[config.mk]
export PLATFORM = sky130hd
export DESIGN_NAME = iirtf_cell
export DESIGN_NICKNAME = d
export VERILOG_FILES = /design/src/hw/rtl/iirtf_pkg.sv /design/src/hw/rtl/iirtf_cell.sv
export SDC_FILE = /design/constraint.sdc
export NUM_CORES = 2
export LEC_CHECK = 0
export BUFFER_PORTS_ARGS = -buffer_cell sky130_fd_sc_hd__buf_2
export CAP_MARGIN = 20
export CORE_AREA = 2 2 380 382
export DETAILED_ROUTE_END_ITERATION = 8
export DIE_AREA = 0 0 382 384
export MAX_ROUTING_LAYER = met4
export SLEW_MARGIN = 20
export SYNTH_ARGS = -nofsm -noshare
export SYNTH_HDL_FRONTEND = slang
export SYNTH_SLANG_ARGS = --single-unit
[constraint.sdc]
create_clock -name clk -period 21.7 [get_ports clk]
set_input_delay 4.34 -clock clk [delete_from_list [all_inputs] [get_ports clk]]
set_output_delay 4.34 -clock clk [all_outputs]
set_load 0.005 [all_outputs]
[src/hw/rtl/iirtf_pkg.sv]
// shared types, constants and the scaled product for the third-order iir filter
package iirtf_pkg;

  localparam int FRAC_BITS = 16;
  localparam int COEF_W    = 24;
  localparam int SAMPLE_W  = 32;
  localparam int NUM_COEFS = 7;
  localparam int TAPS      = 3;
  localparam int CFG_IDX_W = 3;

  localparam int PROD_W = COEF_W + SAMPLE_W;
  localparam int TERM_W = PROD_W - FRAC_BITS;
  localparam int CELL_W = TERM_W + 1;
  // head term plus two terms from each of the three cells
  localparam int SUM_W  = TERM_W + 3;

  typedef logic signed [COEF_W-1:0]   coef_t;
  typedef logic signed [SAMPLE_W-1:0] sample_t;
  typedef logic signed [TERM_W-1:0]   term_t;
  typedef logic signed [CELL_W-1:0]   cell_term_t;
  typedef logic signed [SUM_W-1:0]    sum_t;
  typedef logic [CFG_IDX_W-1:0]       cfg_idx_t;

  typedef enum logic [CFG_IDX_W-1:0] {
    REG_B0, REG_B1, REG_B2, REG_B3, REG_A1, REG_A2, REG_A3
  } reg_idx_t;

  localparam coef_t COEF_RESET [NUM_COEFS] = '{
    24'sd4863, -24'sd4024, -24'sd4830, 24'sd4063,
    24'sd179883, -24'sd164948, 24'sd50528
  };

  // one delay-line position: past input and past output
  typedef struct packed {
    sample_t x;
    sample_t y;
  } tap_t;

  typedef struct packed {
    coef_t b;
    coef_t a;
  } tap_coef_t;

  typedef struct packed {
    sample_t sample;
    logic    sat;
  } result_t;

  // full product, then floor shift by the fraction bits
  function automatic term_t scale(input coef_t c, input sample_t s);
    logic signed [PROD_W-1:0] p;
    p = PROD_W'(c) * PROD_W'(s);
    return p[PROD_W-1:FRAC_BITS];
  endfunction

endpackage

[src/hw/rtl/iirtf_cell.sv]
// one tap of the delay chain: holds a past input and a past output and forms their terms
module iirtf_cell (
  input  logic                   clk,
  input  logic                   rst,
  input  logic                   shift_en,
  input  iirtf_pkg::tap_coef_t   coef,
  input  iirtf_pkg::tap_t        tap_in,
  output iirtf_pkg::tap_t        tap_q,
  output iirtf_pkg::cell_term_t  term
);
  import iirtf_pkg::*;

  tap_t  tap;
  term_t term_x;
  term_t term_y;

  always_ff @(posedge clk) begin
    if (rst) begin
      tap <= '0;
    end else if (shift_en) begin
      tap <= tap_in;
    end
  end

  always_comb begin
    term_x = scale(coef.b, tap.x);
    term_y = scale(coef.a, tap.y);
    term   = CELL_W'(term_x) + CELL_W'(term_y);
  end

  assign tap_q = tap;

endmodule

# Word-level counts from Yosys, hierarchy flattened
# Index checks and enable logic that the tools add are counted.
dict set report totals {
  ff_bits 64
  latchBits 0
  ram_bits 0
  mem_bits_ro 0
  inputBits 115
  out_inout_bits 105
  elab_cells 5
  n_memories 0
}
dict set report op_classes {
  n_addsub 1
  n_mul 2
  n_div 0
  n_lt_le_gt_ge 0
  eq_ne 0
  shift 0
  mux 0
  bitwise_logic 0
  reduce_logical 0
}
# operator n
set ops {}
lappend ops {{24-bit by 32-bit multiplier with 56-bit output} 2}
lappend ops {{40-bit by 40-bit adder with 41-bit output} 1}

# Logic depth before layout (Yosys ltp)
dict set report depth {
  depth_word 2
  ltp_mapped 40
  depth_no_buf 37
}

# Worst setup path after synthesis
# No wires, ideal clock.
dict set report synth_timing {
  path_type {input-to-output}
  startpoint {in coef[24] in the netlist's numbering}
  endpoint {out term[39]}
  arrival_time_ns 12.591
  required_ns 17.360
  slack_ns 4.769
  cell_stages 37
  path_buffers 1
  path_cell_list {clkbuf_1 -> and2_1 -> fa_1 -> inv_1 -> fa_1 -> fa_1 -> inv_1 -> fa_1 -> inv_1 -> fa_1 -> inv_1 -> fa_1 -> inv_1 -> fa_1 -> inv_1 -> ha_1 -> and4_1 -> o2111a_1 -> or4b_4 -> a31oi_1 -> or2_2 -> a21o_1 -> and2_1 -> o21a_1 -> nor2_1 -> xnor2_1 -> ha_1 -> nand3_1 -> nor2_1 -> a22o_1 -> a211oi_2 -> o2111ai_1 -> a31o_2 -> a41oi_1 -> o21a_1 -> o21ai_1 -> xor2_1}
}
dict set report synth_via {
  elab_chain_len 2
}
# element line
set synth_lines {}
lappend synth_lines {{start: declaration} iirtf_cell.sv:6} ;# input iirtf_pkg::tap_coef_t coef,
lappend synth_lines {{24-bit by 32-bit multiplier with 56-bit output} iirtf_pkg.sv:52} ;# p = PROD_W'(c) * PROD_W'(s);
lappend synth_lines {{40-bit by 40-bit adder with 41-bit output} iirtf_cell.sv:28} ;# term = CELL_W'(term_x) + CELL_W'(term_y);
lappend synth_lines {{end: declaration} iirtf_cell.sv:9} ;# output iirtf_pkg::cell_term_t term
# No other way between the ends.

# Final worst setup path
dict set report layout_timing {
  startpoint {in coef[27] in the netlist's numbering}
  endpoint {out term[21]}
}
# The elaborated chain is that of the path after synthesis.

==> results summary <==
The worst setup path is of the input pin to primary output kind. The run finished with clean final reports. The critical path's largest stage delay is 0.66 ns.

The vertical extent of the die came out at 384 um. The half-perimeter wire length of the detailed placement result came out at 125000 um. In this run the mean area of a mapped cell was 9.16 um2. The fraction of post-synthesis cell area in the top cell type by area is 0.552. The share of flip-flops with an asynchronous set or reset after synthesis came out at 0. The first-pass GRT wire length is 253000 um. The effective utilization at floorplan came out at 0.398. The number of vias per cell is 5.02.

The horizontal die dimension is 382 um. The number of H-tree levels is 3. Static timing analysis puts the maximum clock frequency at 53.7 MHz.

The relative slew slack came out at 0.261. The endpoint arrival time on the critical path came out at 14.30 ns. The placer's final routability congestion estimate is 0.877. The deepest clock path buffer count came out at 2. The DRC violation count after routing came out at 0.

The core area came out at 143000 um2. The global routing usage on met2 came out at 0.391. The startpoint identified for the worst register-to-register timing path is tap_q[35]. The largest net degree at the start of global routing is 65. After clock tree synthesis, the clock-pin slew on the worst setup and hold paths is 0.09 ns. Post-CTS timing repair inserted 0 buffers for setup.

For this run, the total global-route usage over all layers was measured as 0.229. Clock skew on the completed layout was measured at 0 ns. In this run the register-to-register setup slack is 20.25 ns. The worst hold path belongs to the class flop to flop. The synthesized design contains 0 enable-type register cells. The largest individual stage delay along the critical path comes from the cell sky130_fd_sc_hd__o311ai_1.

The synthesized area is 56800 um2. After clock tree synthesis, the repair step resized 0 gates. The quantity of hold-fixing buffers added after cts is 0.

The die covers 147000 um2. For this design the top-level I/O count stands at 220. After synthesis the netlist holds a flip-flop and latch count of 64. The fill cell instance count of the final layout is 14200. The netlist uses 77 different library cells. The hold-critical path depth came out at 2. The fraction of final layout cells with drive strength greater than 1 is 0.0540. The most used routing layer is met2. The number of flip-flops in the largest register is 64. The sum of overflow across all layers after global routing came out at 0. The worst reg2reg path endpoint is tap_q[35]. The path with the worst hold slack has its endpoint at tap_q[21]. Setup repair after global routing left no endpoint under its margin. The wire length per cell came out at 19.1 um. The number of max-slew violations in the final report came out at 0. The sum of negative setup slack came out at 0 ns. Buffers inserted during clock tree synthesis total 9. CTS placed an instance of sky130_fd_sc_hd__clkbuf_16 at the clock tree root. Ranked by total cell area, the synthesized netlist is headed by sky130_fd_sc_hd__fa_1, sky130_fd_sc_hd__inv_1, sky130_fd_sc_hd__ha_1. TritonCTS built the clock tree. The met1 usage in global routing came out at 0.286. The post-synthesis cell count is 6199.

The number of max-cap violations is 0. The kind of end point of the critical path is a primary output. The number of antenna violations at the first check in global routing came out at 15. The signed area change from the synthesized netlist to the final layout came out at 5.73%.

The placement row count is 139. The startpoint of the most critical hold path is tap_q[21]. The remaining number of nets flagged by the antenna check after routing came out at 0. The total number of vias is 40800.

The cell seen most often among critical-path stages is sky130_fd_sc_hd__fa_1. The synthesized design spends more area on one cell type than any other, namely sky130_fd_sc_hd__fa_1. The via count of the first global-routing pass is 45600.

The worst path required time came out at 17.36 ns. The detailed router's first-iteration violation count is 2213. For the worst flop-to-flop path, the logic depth is 3. The count of warnings emitted by yosys is 0. The net count reported at finish came out at 8213. The first-pass detailed-route iteration total is 7. The main flop type after synthesis is sky130_fd_sc_hd__dfxtp_1. The clock latency reported for the late side of the worst-skew pair came out at 0.43 ns. The met3 track demand over resource in global routing came out at 0.0271. The number of I/O port buffers came out at 219.

The total of endpoints with negative setup slack in the final report came out at 0. For the pin with the worst max-slew slack, the measured transition is 1.11 ns. The clock period minus final worst setup slack came out at 18.64 ns. The number of hold violations in the final report is 0. The aggregate routed wire length is 155000 um. The final critical-path share of the clock period is 0.859.

The post-synthesis net count came out at 8211. The worst setup path is launched from an input pin. Of the synthesized area, sequential elements account for 0.0226. The number of clock sinks came out at 64. The maximum fanout encountered on the critical timing path came out at 32.
[worst max path at each step]
stage	slack, ns	end	from
final	3.06	term[21]	coef[27]
after global routing	2.47	term[21]	coef[27]
after floorplan	4.77	term[39]	coef[24]
after detailed placement	2.96	term[21]	coef[27]
after CTS	2.94	term[21]	coef[27]
after global placement	2.95	term[21]	coef[27]
[per-stage QoR]
| stage | utilization | hold slack (ns) | setup slack [ns] | instance area, um2 | instances |
|---|---|---|---|---|---|
| floorplan | - | 0.546 | 4.77 | 56800 | 6199 |
| global placement | 0.418 | 0.483 | 2.95 | 59700 | 8093 |
| detailed placement | 0.418 | 0.491 | 2.96 | 59700 | 8093 |
| CTS | 0.420 | 0.516 | 2.94 | 60000 | 8109 |
| global route | 0.421 | 0.544 | 2.47 | 60000 | 8116 |
| finish | 0.421 | 0.506 | 3.06 | 60100 | 8118 |
[cell families (layout without fill, tap and decap cells)]
| logic type | after synthesis | count (layout) | synth area share |
|---|---|---|---|
| flip-flops | 64 | 64 | 0.0226 |
| AND/OR/NAND/NOR | 1845 | 1845 | 0.157 |
| adder cells (fa/ha/maj) | 1897 | 1897 | 0.625 |
| AO/OA/AOI/OAI | 336 | 336 | 0.0409 |
| XOR/XNOR | 131 | 131 | 0.0202 |
| buffers and inverters | 1862 | 1869 | 0.123 |
| other | 0 | 9 | 0 |
| multiplexers | 64 | 64 | 0.0113 |
[cell type report]
class,count,area (um2),share of cell area
Antenna cell,9,22.5,0.000375
Clock inverter,6,115,0.00192
Inverter,1567,5880,0.0979
Tap cell,1903,2380,0.0396
Clock buffer,10,239,0.00398
Multi-Input combinational cell,4273,48500,0.808
Timing Repair Buffer,286,1600,0.0267
Sequential cell,64,1280,0.0214
[layout by cell type (no fill, tap or decap), types with 8 or more instances in the layout]
| cell type | Yosys | layout |
|---|---|---|
| sky130_fd_sc_hd__nand3_1 | 23 | 23 |
| sky130_fd_sc_hd__ha_1 | 332 | 332 |
| sky130_fd_sc_hd__nor3_1 | 13 | 13 |
| sky130_fd_sc_hd__o21ai_0 | 47 | 47 |
| sky130_fd_sc_hd__o21ai_1 | 11 | 11 |
| sky130_fd_sc_hd__mux2i_1 | 64 | 64 |
| sky130_fd_sc_hd__a21oi_1 | 99 | 99 |
| sky130_fd_sc_hd__o21bai_1 | 16 | 16 |
| sky130_fd_sc_hd__inv_1 | 1566 | 1566 |
| sky130_fd_sc_hd__a21o_1 | 53 | 53 |
| sky130_fd_sc_hd__diode_2 | 0 | 9 |
| sky130_fd_sc_hd__and2_1 | 660 | 660 |
| sky130_fd_sc_hd__a31oi_1 | 12 | 12 |
| sky130_fd_sc_hd__dfxtp_1 | 64 | 62 |
| sky130_fd_sc_hd__clkbuf_16 | 0 | 9 |
| sky130_fd_sc_hd__xor2_1 | 41 | 41 |
| sky130_fd_sc_hd__xnor2_1 | 90 | 90 |
| sky130_fd_sc_hd__buf_4 | 1 | 69 |
| sky130_fd_sc_hd__a211oi_1 | 8 | 8 |
| sky130_fd_sc_hd__o21a_1 | 18 | 18 |
| sky130_fd_sc_hd__nor2_1 | 176 | 176 |
| sky130_fd_sc_hd__fa_1 | 1565 | 1565 |
| sky130_fd_sc_hd__nor2b_1 | 18 | 18 |
| sky130_fd_sc_hd__nand4_1 | 17 | 17 |
| sky130_fd_sc_hd__nand2b_1 | 34 | 34 |
| sky130_fd_sc_hd__and3_1 | 12 | 12 |
| sky130_fd_sc_hd__nand2_1 | 867 | 867 |
| sky130_fd_sc_hd__buf_2 | 1 | 217 |
[worst max-delay path, delay by kind of cell]
family          cells  cell delay, ns
compound gates     13            3.22
xor+xnor            1            0.12
fa+ha+maj           9            4.22
buf+inv             7            1.08
simple gates        6            1.27
[routing by layer]
layer / vias to the layer above / part of all wire
met3: 266 / 0.051
li1: 17800 / -
met1: 21600 / 0.41
met2: 1145 / 0.51
met5: - / 0
met4: 0 / 0.032
[synth_stat cells (23+ instances only)]
master	count
sky130_fd_sc_hd__a21o_1	53
sky130_fd_sc_hd__a21oi_1	99
sky130_fd_sc_hd__and2_1	660
sky130_fd_sc_hd__clkbuf_1	293
sky130_fd_sc_hd__dfxtp_1	64
sky130_fd_sc_hd__fa_1	1565
sky130_fd_sc_hd__ha_1	332
sky130_fd_sc_hd__inv_1	1566
sky130_fd_sc_hd__mux2i_1	64
sky130_fd_sc_hd__nand2_1	867
sky130_fd_sc_hd__nand2b_1	34
sky130_fd_sc_hd__nand3_1	23
sky130_fd_sc_hd__nor2_1	176
sky130_fd_sc_hd__o21ai_0	47
sky130_fd_sc_hd__xnor2_1	90
sky130_fd_sc_hd__xor2_1	41
Power is not shown: default switching activity piles up to over one toggle a cycle in this logic, so the estimate is an artifact.
