**config.mk**
```make
export PLATFORM = sky130hd
export DESIGN_NAME = iirtf_out_buf
export DESIGN_NICKNAME = d
export VERILOG_FILES = /design/src/hw/rtl/iirtf_pkg.sv /design/src/hw/rtl/iirtf_out_buf.sv
export SDC_FILE = /design/constraint.sdc
export NUM_CORES = 1
export LEC_CHECK = 0
export BUFFER_PORTS_ARGS = -buffer_cell sky130_fd_sc_hd__buf_2
export CORE_UTILIZATION = 55
export DETAILED_ROUTE_END_ITERATION = 16
export PLACE_DENSITY_LB_ADDON = 0.15
export SLEW_MARGIN = 10
export SYNTH_ARGS = -nofsm -noshare
export SYNTH_HDL_FRONTEND = slang
export SYNTH_SLANG_ARGS = --single-unit
```
**constraint.sdc**
```tcl
create_clock -name clk -period 11.6 [get_ports clk]
set_clock_uncertainty 0.2 [all_clocks]
set_input_delay 2.32 -clock clk [delete_from_list [all_inputs] [get_ports clk]]
set_output_delay 2.32 -clock clk [all_outputs]
set_load 0.02 [all_outputs]
```
**src/hw/rtl/iirtf_pkg.sv**
```systemverilog
// shared types, constants and the scaled product for the third-order iir filter
package iirtf_pkg;

  localparam int FRAC_BITS = 16;
  localparam int COEF_W    = 24;
  localparam int SAMPLE_W  = 32;
  localparam int NUM_COEFS = 7;
  localparam int TAPS      = 3;
  localparam int CFG_IDX_W = 3;

  localparam int PROD_W = COEF_W + SAMPLE_W;
  localparam int TERM_W = PROD_W - FRAC_BITS;
  localparam int CELL_W = TERM_W + 1;
  // head term plus two terms from each of the three cells
  localparam int SUM_W  = TERM_W + 3;

  typedef logic signed [COEF_W-1:0]   coef_t;
  typedef logic signed [SAMPLE_W-1:0] sample_t;
  typedef logic signed [TERM_W-1:0]   term_t;
  typedef logic signed [CELL_W-1:0]   cell_term_t;
  typedef logic signed [SUM_W-1:0]    sum_t;
  typedef logic [CFG_IDX_W-1:0]       cfg_idx_t;

  typedef enum logic [CFG_IDX_W-1:0] {
    REG_B0, REG_B1, REG_B2, REG_B3, REG_A1, REG_A2, REG_A3
  } reg_idx_t;

  localparam coef_t COEF_RESET [NUM_COEFS] = '{
    24'sd4863, -24'sd4024, -24'sd4830, 24'sd4063,
    24'sd179883, -24'sd164948, 24'sd50528
  };

  // one delay-line position: past input and past output
  typedef struct packed {
    sample_t x;
    sample_t y;
  } tap_t;

  typedef struct packed {
    coef_t b;
    coef_t a;
  } tap_coef_t;

  typedef struct packed {
    sample_t sample;
    logic    sat;
  } result_t;

  // full product, then floor shift by the fraction bits
  function automatic term_t scale(input coef_t c, input sample_t s);
    logic signed [PROD_W-1:0] p;
    p = PROD_W'(c) * PROD_W'(s);
    return p[PROD_W-1:FRAC_BITS];
  endfunction

endpackage

```
**src/hw/rtl/iirtf_out_buf.sv**
```systemverilog
// two-entry output buffer: result register plus a skid slot
module iirtf_out_buf (
  input  logic                clk,
  input  logic                rst,
  input  logic                push,
  input  iirtf_pkg::result_t  push_data,
  output logic                push_ready,
  input  logic                pop_ready,
  output logic                out_valid,
  output iirtf_pkg::result_t  out_data
);
  import iirtf_pkg::*;

  result_t head;
  result_t skid;
  logic    head_valid;
  logic    skid_valid;
  logic    pop;

  assign pop = head_valid & pop_ready;

  always_ff @(posedge clk) begin
    if (rst) begin
      head_valid <= 1'b0;
      skid_valid <= 1'b0;
    end else begin
      if (push && (pop || !head_valid)) begin
        head       <= push_data;
        head_valid <= 1'b1;
      end else if (push) begin
        skid       <= push_data;
        skid_valid <= 1'b1;
      end else if (pop && skid_valid) begin
        head       <= skid;
        skid_valid <= 1'b0;
      end else if (pop) begin
        head_valid <= 1'b0;
      end
    end
  end

  assign push_ready = ~skid_valid;
  assign out_valid  = head_valid;
  assign out_data   = head;

endmodule

```
Word-level counts from Yosys, hierarchy flattened
Index checks and enable logic that the tools add are counted.
- flip-flop bits (word level): 68
- latch bits: 0
- memory bits (writable): 0
- bits in read-only memories: 0
- input port bits: 37
- output and inout port bits: 35
- word-level logic and storage cells: 32
- memories: 0
- add/sub/neg operators: 0
- multipliers: 0
- divide/modulo/power cells: 0
- order comparisons: 0
- eq/ne operators: 2
- shift-type cells: 0
- multiplexer cells: 9
- bitwise logic cells: 4
- reductions and logical operators: 11
- operators by type and width (cell ; number):
    $mux W33 ; 3
    $reduce_and A3 Y1 ; 3
    $mux W1 ; 6
    $reduce_bool A2 Y1 ; 3
    $not A1 Y1 ; 3
    $logic_and A1 B1 Y1 ; 2
    $ne A2 B1 Y1 const B ; 1
    $ne A2 B2 Y1 const B ; 1
    $reduce_and A2 Y1 ; 1
    $and A1 B1 Y1 ; 1
    $logic_not A1 Y1 ; 1
    $logic_or A1 B1 Y1 ; 1

Logic depth before layout (Yosys ltp)
Gate-level depths: netlist of run 1.
- depth after elaboration: 5
- mapped depth: 5
- mapped depth without buffers: 3

Worst setup path before layout of run 1
OpenSTA, ideal clock, no wires.
- path type: in2reg
- from: input port rst
- to: register head, in the netlist out_data[0] (enable)
- setup time: 0.465 ns
- arrival time: 4.668 ns
- required time: 10.935 ns
- setup slack: 6.267 ns
- stages: 1
- path buffers: 0
- cell sequence: nor3_1
- word-level cells in the longest chain between the ends: 2
- RTL lines (element ; line ; text):
    start: declaration ; iirtf_out_buf.sv:4 ; input logic rst,
    $not A1 Y1 (no line) ; - ;
    $reduce_and A3 Y1 (no line) ; - ;
    end signal: assignment ; iirtf_out_buf.sv:28 ; head <= push_data;
    end signal: assignment ; iirtf_out_buf.sv:34 ; head <= skid;
    end: declaration ; iirtf_out_buf.sv:14 ; result_t head;
No other way between the ends.
A chain may end at the register's enable or synchronous reset.

Worst setup path after layout of run 1
- from: input port push
- to: register head, in the netlist out_data[18] (enable)
- word-level cells in the longest chain between the ends: 3
- elaborated cells between the ends (all ways): 4
- those cells by class: 1 x eq/ne; 3 x reduce/logical
- RTL lines (element ; line ; text):
    start: declaration ; iirtf_out_buf.sv:5 ; input logic push,
    $logic_and A1 B1 Y1 ; iirtf_out_buf.sv:27 ; if (push && (pop || !head_valid)) begin
    $ne A2 B1 Y1 (no line) / $reduce_bool A2 Y1 (equally long branches) ; - ;
    $reduce_and A3 Y1 (no line) (*) ; - ;
Every way passes the cells marked *; elsewhere a longest branch is shown, timed or not.

==> flow_summary.json, run 1 <==
{
  "route.detailed.drc": 0,
  "hold_class": "reg -> reg",
  "finalWorstSetupSlack_ns": 7.620,
  "start_util_pct": 59.06,
  "rsz0062_at_grt": "false",
  "dr.first_iter.drc_count": 79,
  "clk_latency_ns": 0.33,
  "setup_viol": 0,
  "place.gp.congestion": 0.7208,
  "wire_per_inst_um": 16.60,
  "drive_above_1_share_pct": 61.39,
  "post_cts_resized": 0,
  "diodes": 0,
  "rr_startpoint": "out_valid$_SDFFE_PP0P_",
  "syn-num-nets": 155,
  "ff_latch_area_um2": 2022,
  "cts_made_buffers": 9,
  "clockBufferDepth": 2,
  "die_y_um": 71.55,
  "grt_max_degree": 34,
  "grt_usage_pct": 18.35,
  "syn_area_per_cell_um2": 22.54,
  "p_per_area_nw_per_um2": 175.3,
  "status": "completed",
  "post-route-period-util_pct": 34.31,
  "pre_cts_ws_ns": 7.211,
  "route.vias.total": 1309,
  "cp-start-kind": "primary input",
  "cp.required_ns": 11.42,
  "synth_area_um2": 2660,
  "worstSetupPathType": "in -> reg",
  "die_w_um": 71.55,
  "die-area_um2": 5119,
  "critPathSlowestCell": "nor3_2",
  "antenna_left": 0,
  "routed_wirelength_mm": 4.216,
  "dr.pass1.iters": 4,
  "cts.sinks": 68,
  "antenna_found_initial": 0,
  "fin_cells": 254,
  "seq_area_frac_synth_pct": 76.01,
  "max-cap-violations": 0,
  "max_freq_mhz": 251.3,
  "ios": 72,
  "finish.instance_area_um2": 3286,
  "core_um2": 4504,
  "reg2reg_to": "out_data[18]$_DFFE_PP_",
  "via_per_inst": 5.154,
  "min_period_ns": 3.980,
  "first_global_vias": 1347,
  "ys_warn_count": 0,
  "finalHoldViolCount": 0,
  "h-tree-depth": 3,
  "endpoint": "out_data[18]$_DFFE_PP_",
  "rows": 24,
  "cts_hold_buf": 0,
  "critPathMaxStageDelay_ns": 0.83,
  "syn_inst": 118,
  "cp_max_fo": 19,
  "path_clk_slew_ns": 0.07,
  "power.leakage_nw": 1.328,
  "cts_tree": "built",
  "port_buffers": 71,
  "syn_to_final_growth_pct": 23.52,
  "crit_start": "push",
  "synth-seq-cells": 68,
  "r2r_slack_ns": 9.30,
  "cts_setup_buffers": 0,
  "reg2reg_depth": 3,
  "grt_pass1_wl_mm": 6.651,
  "cp-end-kind": "flop",
  "num-fill-cells": 291,
  "dp_cells": 238,
  "vdd_drop_max_mv": 0.1037,
  "dp_hpwl_mm": 2.759,
  "relSlewSlack_pct": 26.50,
  "root_buffer": "clkbuf_8",
  "tns_ns": 0,
  "cp.arrival_ns": 3.80,
  "multi_input_area_um2": 569.3,
  "worstPathCellList": "buf_2 -> a21oi_1 -> nor3_2 -> buf_4",
  "ys_types": 16,
  "gr-total-overflow": 0,
  "placed_cell_area_um2": 3023,
  "worstMarginPinSlew_ns": 1.096,
  "maxSlewViolCount": 0,
  "layout.nets": 234
}
## cell usage after synthesis
| cell type | instances | area [µm²] |
|---|---|---|
| a21oi_1 | 3 | 15.01 |
| nand2_1 | 2 | 7.510 |
| inv_1 | 1 | 3.750 |
| nor2b_4 | 1 | 13.76 |
| mux2_2 | 3 | 33.78 |
| mux2_4 | 30 | 450.4 |
| nor2_1 | 1 | 3.750 |
| and3b_1 | 1 | 8.760 |
| nand2b_1 | 1 | 6.260 |
| o21ai_0 | 1 | 5.000 |
| dfxtp_1 | 2 | 40.04 |
| nand2b_4 | 1 | 13.76 |
| buf_12 | 3 | 60.06 |
| edfxtp_1 | 66 | 1982 |
| nor3_1 | 1 | 5.000 |
| buf_6 | 1 | 11.26 |
## metal layers
| layer | part of all wire (%) | wire (µm) | up-vias | global-route usage (%) |
|---|---|---|---|---|
| met3 | 5.9 | 249 | 10 | 6.751 |
| met2 | 48 | 2022 | 49 | 28.99 |
| li1 | - | - | 619 | - |
| met5 | 0 | 0 | - | 0 |
| met4 | 2.4 | 103 | 0 | 9.150 |
| met1 | 44 | 1840 | 631 | 22.54 |
## layout make-up
type	count	share of cell area (%)
sequential	68	61.54
timing repair buffer	72	11.04
multi-input combinational	45	17.33
clock buffer	9	3.770
clock inverter	7	4.227
inverter	1	0.1142
tap	52	1.980
## flip-flops by register name (all words and copies together) (netlist names)
name and count:
out_data 33, out_valid 1, skid 33, skid_valid 1
## worst max-delay path: cells and delay by family
family / cells / cell delay (ns)
AND/OR/NAND/NOR: 1 / 0.83
buffers and inverters: 2 / 0.57
AO/OA/AOI/OAI: 1 / 0.07
## stage by stage
step,total power [mW],hold WS (ns),utilization [%]
floorplan,0.3173,0.2566,-
global placement,0.3288,0.2701,67.11
detailed placement,0.3308,0.3026,67.11
CTS,0.5807,0.3137,72.94
global route,0.5949,0.3360,72.94
finish,0.5761,0.3090,72.94
## power breakdown
group | total, mW | switching, mW | internal (mW)
Combinational | 0.0440 | 0.0228 | 0.0211
Sequential | 0.281 | 0.00222 | 0.279
Clock | 0.251 | 0.0876 | 0.164
## how the worst min path moves through the flow
stage / startpoint / endpoint / slack [ns] / cells past startpoint
CTS: skid_valid$_SDFFE_PP0P_ / skid_valid$_SDFFE_PP0P_ / 0.31 / 2
global placement: skid_valid$_SDFFE_PP0P_ / skid_valid$_SDFFE_PP0P_ / 0.27 / 2
finish: skid_valid$_SDFFE_PP0P_ / skid_valid$_SDFFE_PP0P_ / 0.31 / 2
global route: skid_valid$_SDFFE_PP0P_ / skid_valid$_SDFFE_PP0P_ / 0.34 / 2
detailed placement: skid_valid$_SDFFE_PP0P_ / skid_valid$_SDFFE_PP0P_ / 0.30 / 2
floorplan: skid_valid$_SDFFE_PP0P_ / skid_valid$_SDFFE_PP0P_ / 0.26 / 2
## cell families (layout without fill, tap and decap cells)
family,count (synthesis),count (layout),share of synthesized area (%)
DFF,68,68,76.01
AOI/OAI and AO/OA,4,4,0.7522
and+or+nand+nor,8,8,2.210
buffers and inverters,5,89,2.822
muxes,33,33,18.20
## cell usage in the layout (no fill, tap or decap)
cell	count
mux2_2	3
clkinv_1	1
mux2_4	30
buf_2	71
buf_4	1
nor3_2	1
nand2_1	2
dfxtp_1	2
clkinvlp_4	2
clkbuf_8	9
and3b_2	1
inv_1	1
nand2b_1	1
a21oi_1	3
edfxtp_1	66
o21ai_0	1
nor2b_4	1
nand2b_4	1
bufinv_16	4
nor2_1	1
(Power assumes the default switching activity.)
==> run 2, diff against run 1 <==
Settings changed: ABC_AREA from default to 1, CORE_UTILIZATION 55 to 46.
Clock period 11.6 ns to 3.6 ns, I/O delays scaled along.
==> flow_summary.json, run 2 <==
{
  "status": "completed",
  "setup_viol": 0,
  "yosysTopAreaCellShare_pct": 77.19,
  "wl_met1_mm": 1.825,
  "cts_made_buffers": 9,
  "fin_cells": 342,
  "finish.instance_area_um2": 3122,
  "cp.arrival_ns": 2.15,
  "max_freq_mhz": 433.0,
  "max-cap-violations": 0,
  "cts_hold_buf": 0,
  "die_y_um": 76.71,
  "cp-start-kind": "primary input",
  "rr_startpoint": "out_valid$_SDFFE_PP0P_",
  "synthTopCellsByCount": "nand2_1 (93), edfxtp_1 (66), nand2_2 (11), inv_1 (5)",
  "route.met3.wl_um": 291,
  "syn_inst": 190,
  "cts_setup_buffers": 0,
  "p_switching_uw": 365.5,
  "relSlewSlack_pct": 52.20,
  "top_layer_used": "met4",
  "synth_area_um2": 2567,
  "min_period_ns": 2.310,
  "die-area_um2": 5884,
  "maxSlewViolCount": 0,
  "cts.sinks": 68,
  "first_global_vias": 1385,
  "rows": 26,
  "power.leakage_nw": 1.364,
  "holdWs_ns": 0.3150,
  "dp_hpwl_mm": 2.687,
  "core_um2": 5238,
  "synthMostInstantiatedCell": "nand2_1",
  "start_util_pct": 49.02,
  "tns_ns": 0,
  "grt_pass1_wl_mm": 6.575,
  "h-tree-depth": 3,
  "clk_latency_ns": 0.33,
  "via_per_inst": 4.450,
  "dp_cells": 327,
  "syn_to_final_growth_pct": 21.59,
  "route.detailed.drc": 0,
  "final_cell_mix": "nand2_1 (93), buf_2 (71), edfxtp_1 (66), nand2_2 (11), clkbuf_8 (9)",
  "grt_usage_pct": 15.31,
  "dr.first_iter.drc_count": 83,
  "ys.flop_type": "edfxtp_1",
  "synth-seq-cells": 68,
  "port_buffers": 71,
  "syn_area_per_cell_um2": 13.51,
  "combPwrFrac_pct": 9.8,
  "seq_area_frac_synth_pct": 78.75,
  "ios": 72,
  "antenna_left": 0,
  "routed_wirelength_mm": 4.164,
  "cp.required_ns": 3.44,
  "post_cts_resized": 0,
  "layout_commonest_cell": "nand2_1",
  "ys_types": 13,
  "num-fill-cells": 443,
  "wl_met2_mm": 1.964,
  "finalWorstSetupSlack_ns": 1.290,
  "cp_max_fo": 36,
  "layout.nets": 305,
  "p_int_mw": 1.206,
  "place.gp.congestion": 0.8377,
  "root_buffer": "clkbuf_8",
  "drive_above_1_share_pct": 35.66,
  "holdCritStartpoint": "skid[5]$_DFFE_PP_",
  "grt_max_degree": 37,
  "syn-num-nets": 227,
  "diodes": 0,
  "rsz0062_at_grt": "false",
  "route.vias.total": 1522,
  "die_w_um": 76.71,
  "swShare_pct": 23.26,
  "pwr-share-seq_pct": 58.9,
  "placed_cell_area_um2": 2973,
  "pre_cts_ws_ns": 0.9551,
  "synth_edf_count": 66,
  "synthArstFlopShare_pct": 0,
  "vdd_drop_max_mv": 0.2734,
  "synthTopCellsByArea": "edfxtp_1 (77%), nand2_1 (14%), nand2_2 (2.7%), dfxtp_1 (1.6%), buf_4 (0.88%)",
  "crit_start": "pop_ready",
  "cts_tree": "built",
  "clockBufferDepth": 2,
  "worstMarginPinSlew_ns": 0.7162,
  "finalHoldViolCount": 0,
  "hold_class": "reg -> reg",
  "wire_per_inst_um": 12.18,
  "synth_top_area_cell": "edfxtp_1",
  "p_clk_share_pct": 31.2,
  "worstSetupPathType": "in -> reg",
  "dr.pass1.iters": 4,
  "ys_warn_count": 0,
  "post-route-period-util_pct": 64.16,
  "gr-total-overflow": 0,
  "p_per_area_nw_per_um2": 503.4,
  "antenna_found_initial": 0,
  "path_clk_slew_ns": 0.06,
  "cp-end-kind": "flop"
}
run 2: cell count changes after synthesis, sizes merged:
cell	previous run	this run
nor2b	1	0
and3b	1	0
nor3	1	0
buf	4	6
inv	1	6
nand2	2	105
a21oi	3	0
nand2b	2	0
nand3	0	3
mux2	33	0
run 2: critical path, cell delays in order:
cell and delay (ns):
buf_2 0.09, inv_1 0.05, nand2_2 0.07, nand2_4 0.23, nand2_1 0.13, nand2_1 0.07, inv_1 0.53, buf_12 0.24
run 2: metal layers:
| metal | global-route usage (%) | vias up |
|---|---|---|
| met5 | 0 | - |
| met2 | 22.50 | 55 |
| met1 | 19.98 | 668 |
| met3 | 5.357 | 6 |
| li1 | - | 793 |
| met4 | 8.077 | 0 |
run 2: stage by stage:
| step | total power, mW | utilization (%) |
|---|---|---|
| CTS | 1.588 | 59.60 |
| global route | 1.628 | 59.60 |
| finish | 1.572 | 59.60 |
| floorplan | 1.043 | - |
| detailed placement | 1.099 | 56.76 |
| global placement | 1.098 | 56.76 |
run 2: area by class of cell:
type	instances	area [µm²]	share of cell area [%]
Inverter	6	27.53	0.8818
Clock inverter	4	17.52	0.5611
Tap cell	70	87.58	2.806
Timing Repair Buffer	73	382.9	12.26
Clock buffer	11	131.4	4.208
Multi-Input combinational cell	110	452.9	14.51
Sequential cell	68	2022	64.77
run 2: path summary, 6_finish.rpt:
path                            endpoint  slack, ns  cells after the start
hold reg to reg    out_data[5]$_DFFE_PP_       0.32                      2
setup reg to reg  out_data[20]$_DFFE_PP_       1.47                      6
setup / recovery  out_data[20]$_DFFE_PP_       1.29                      8
hold / removal     out_data[5]$_DFFE_PP_       0.32                      2
run 2: cell families (layout without fill, tap and decap cells):
family	Yosys count	in the layout	synth area share, %
and+or+nand+nor	109	109	17.45
AOI/OAI and AO/OA	1	1	0.1947
buffers and inverters	12	94	3.606
DFF	68	68	78.75
run 2: power groups by stage:
stage / Clock [mW] / Combinational, mW / Sequential (mW)
after floorplan: 0 / 0.0704 / 0.972
after global placement: 0 / 0.155 / 0.942
after detailed placement: 0 / 0.156 / 0.943
after CTS: 0.505 / 0.156 / 0.927
after global routing: 0.528 / 0.171 / 0.930
final: 0.491 / 0.155 / 0.926
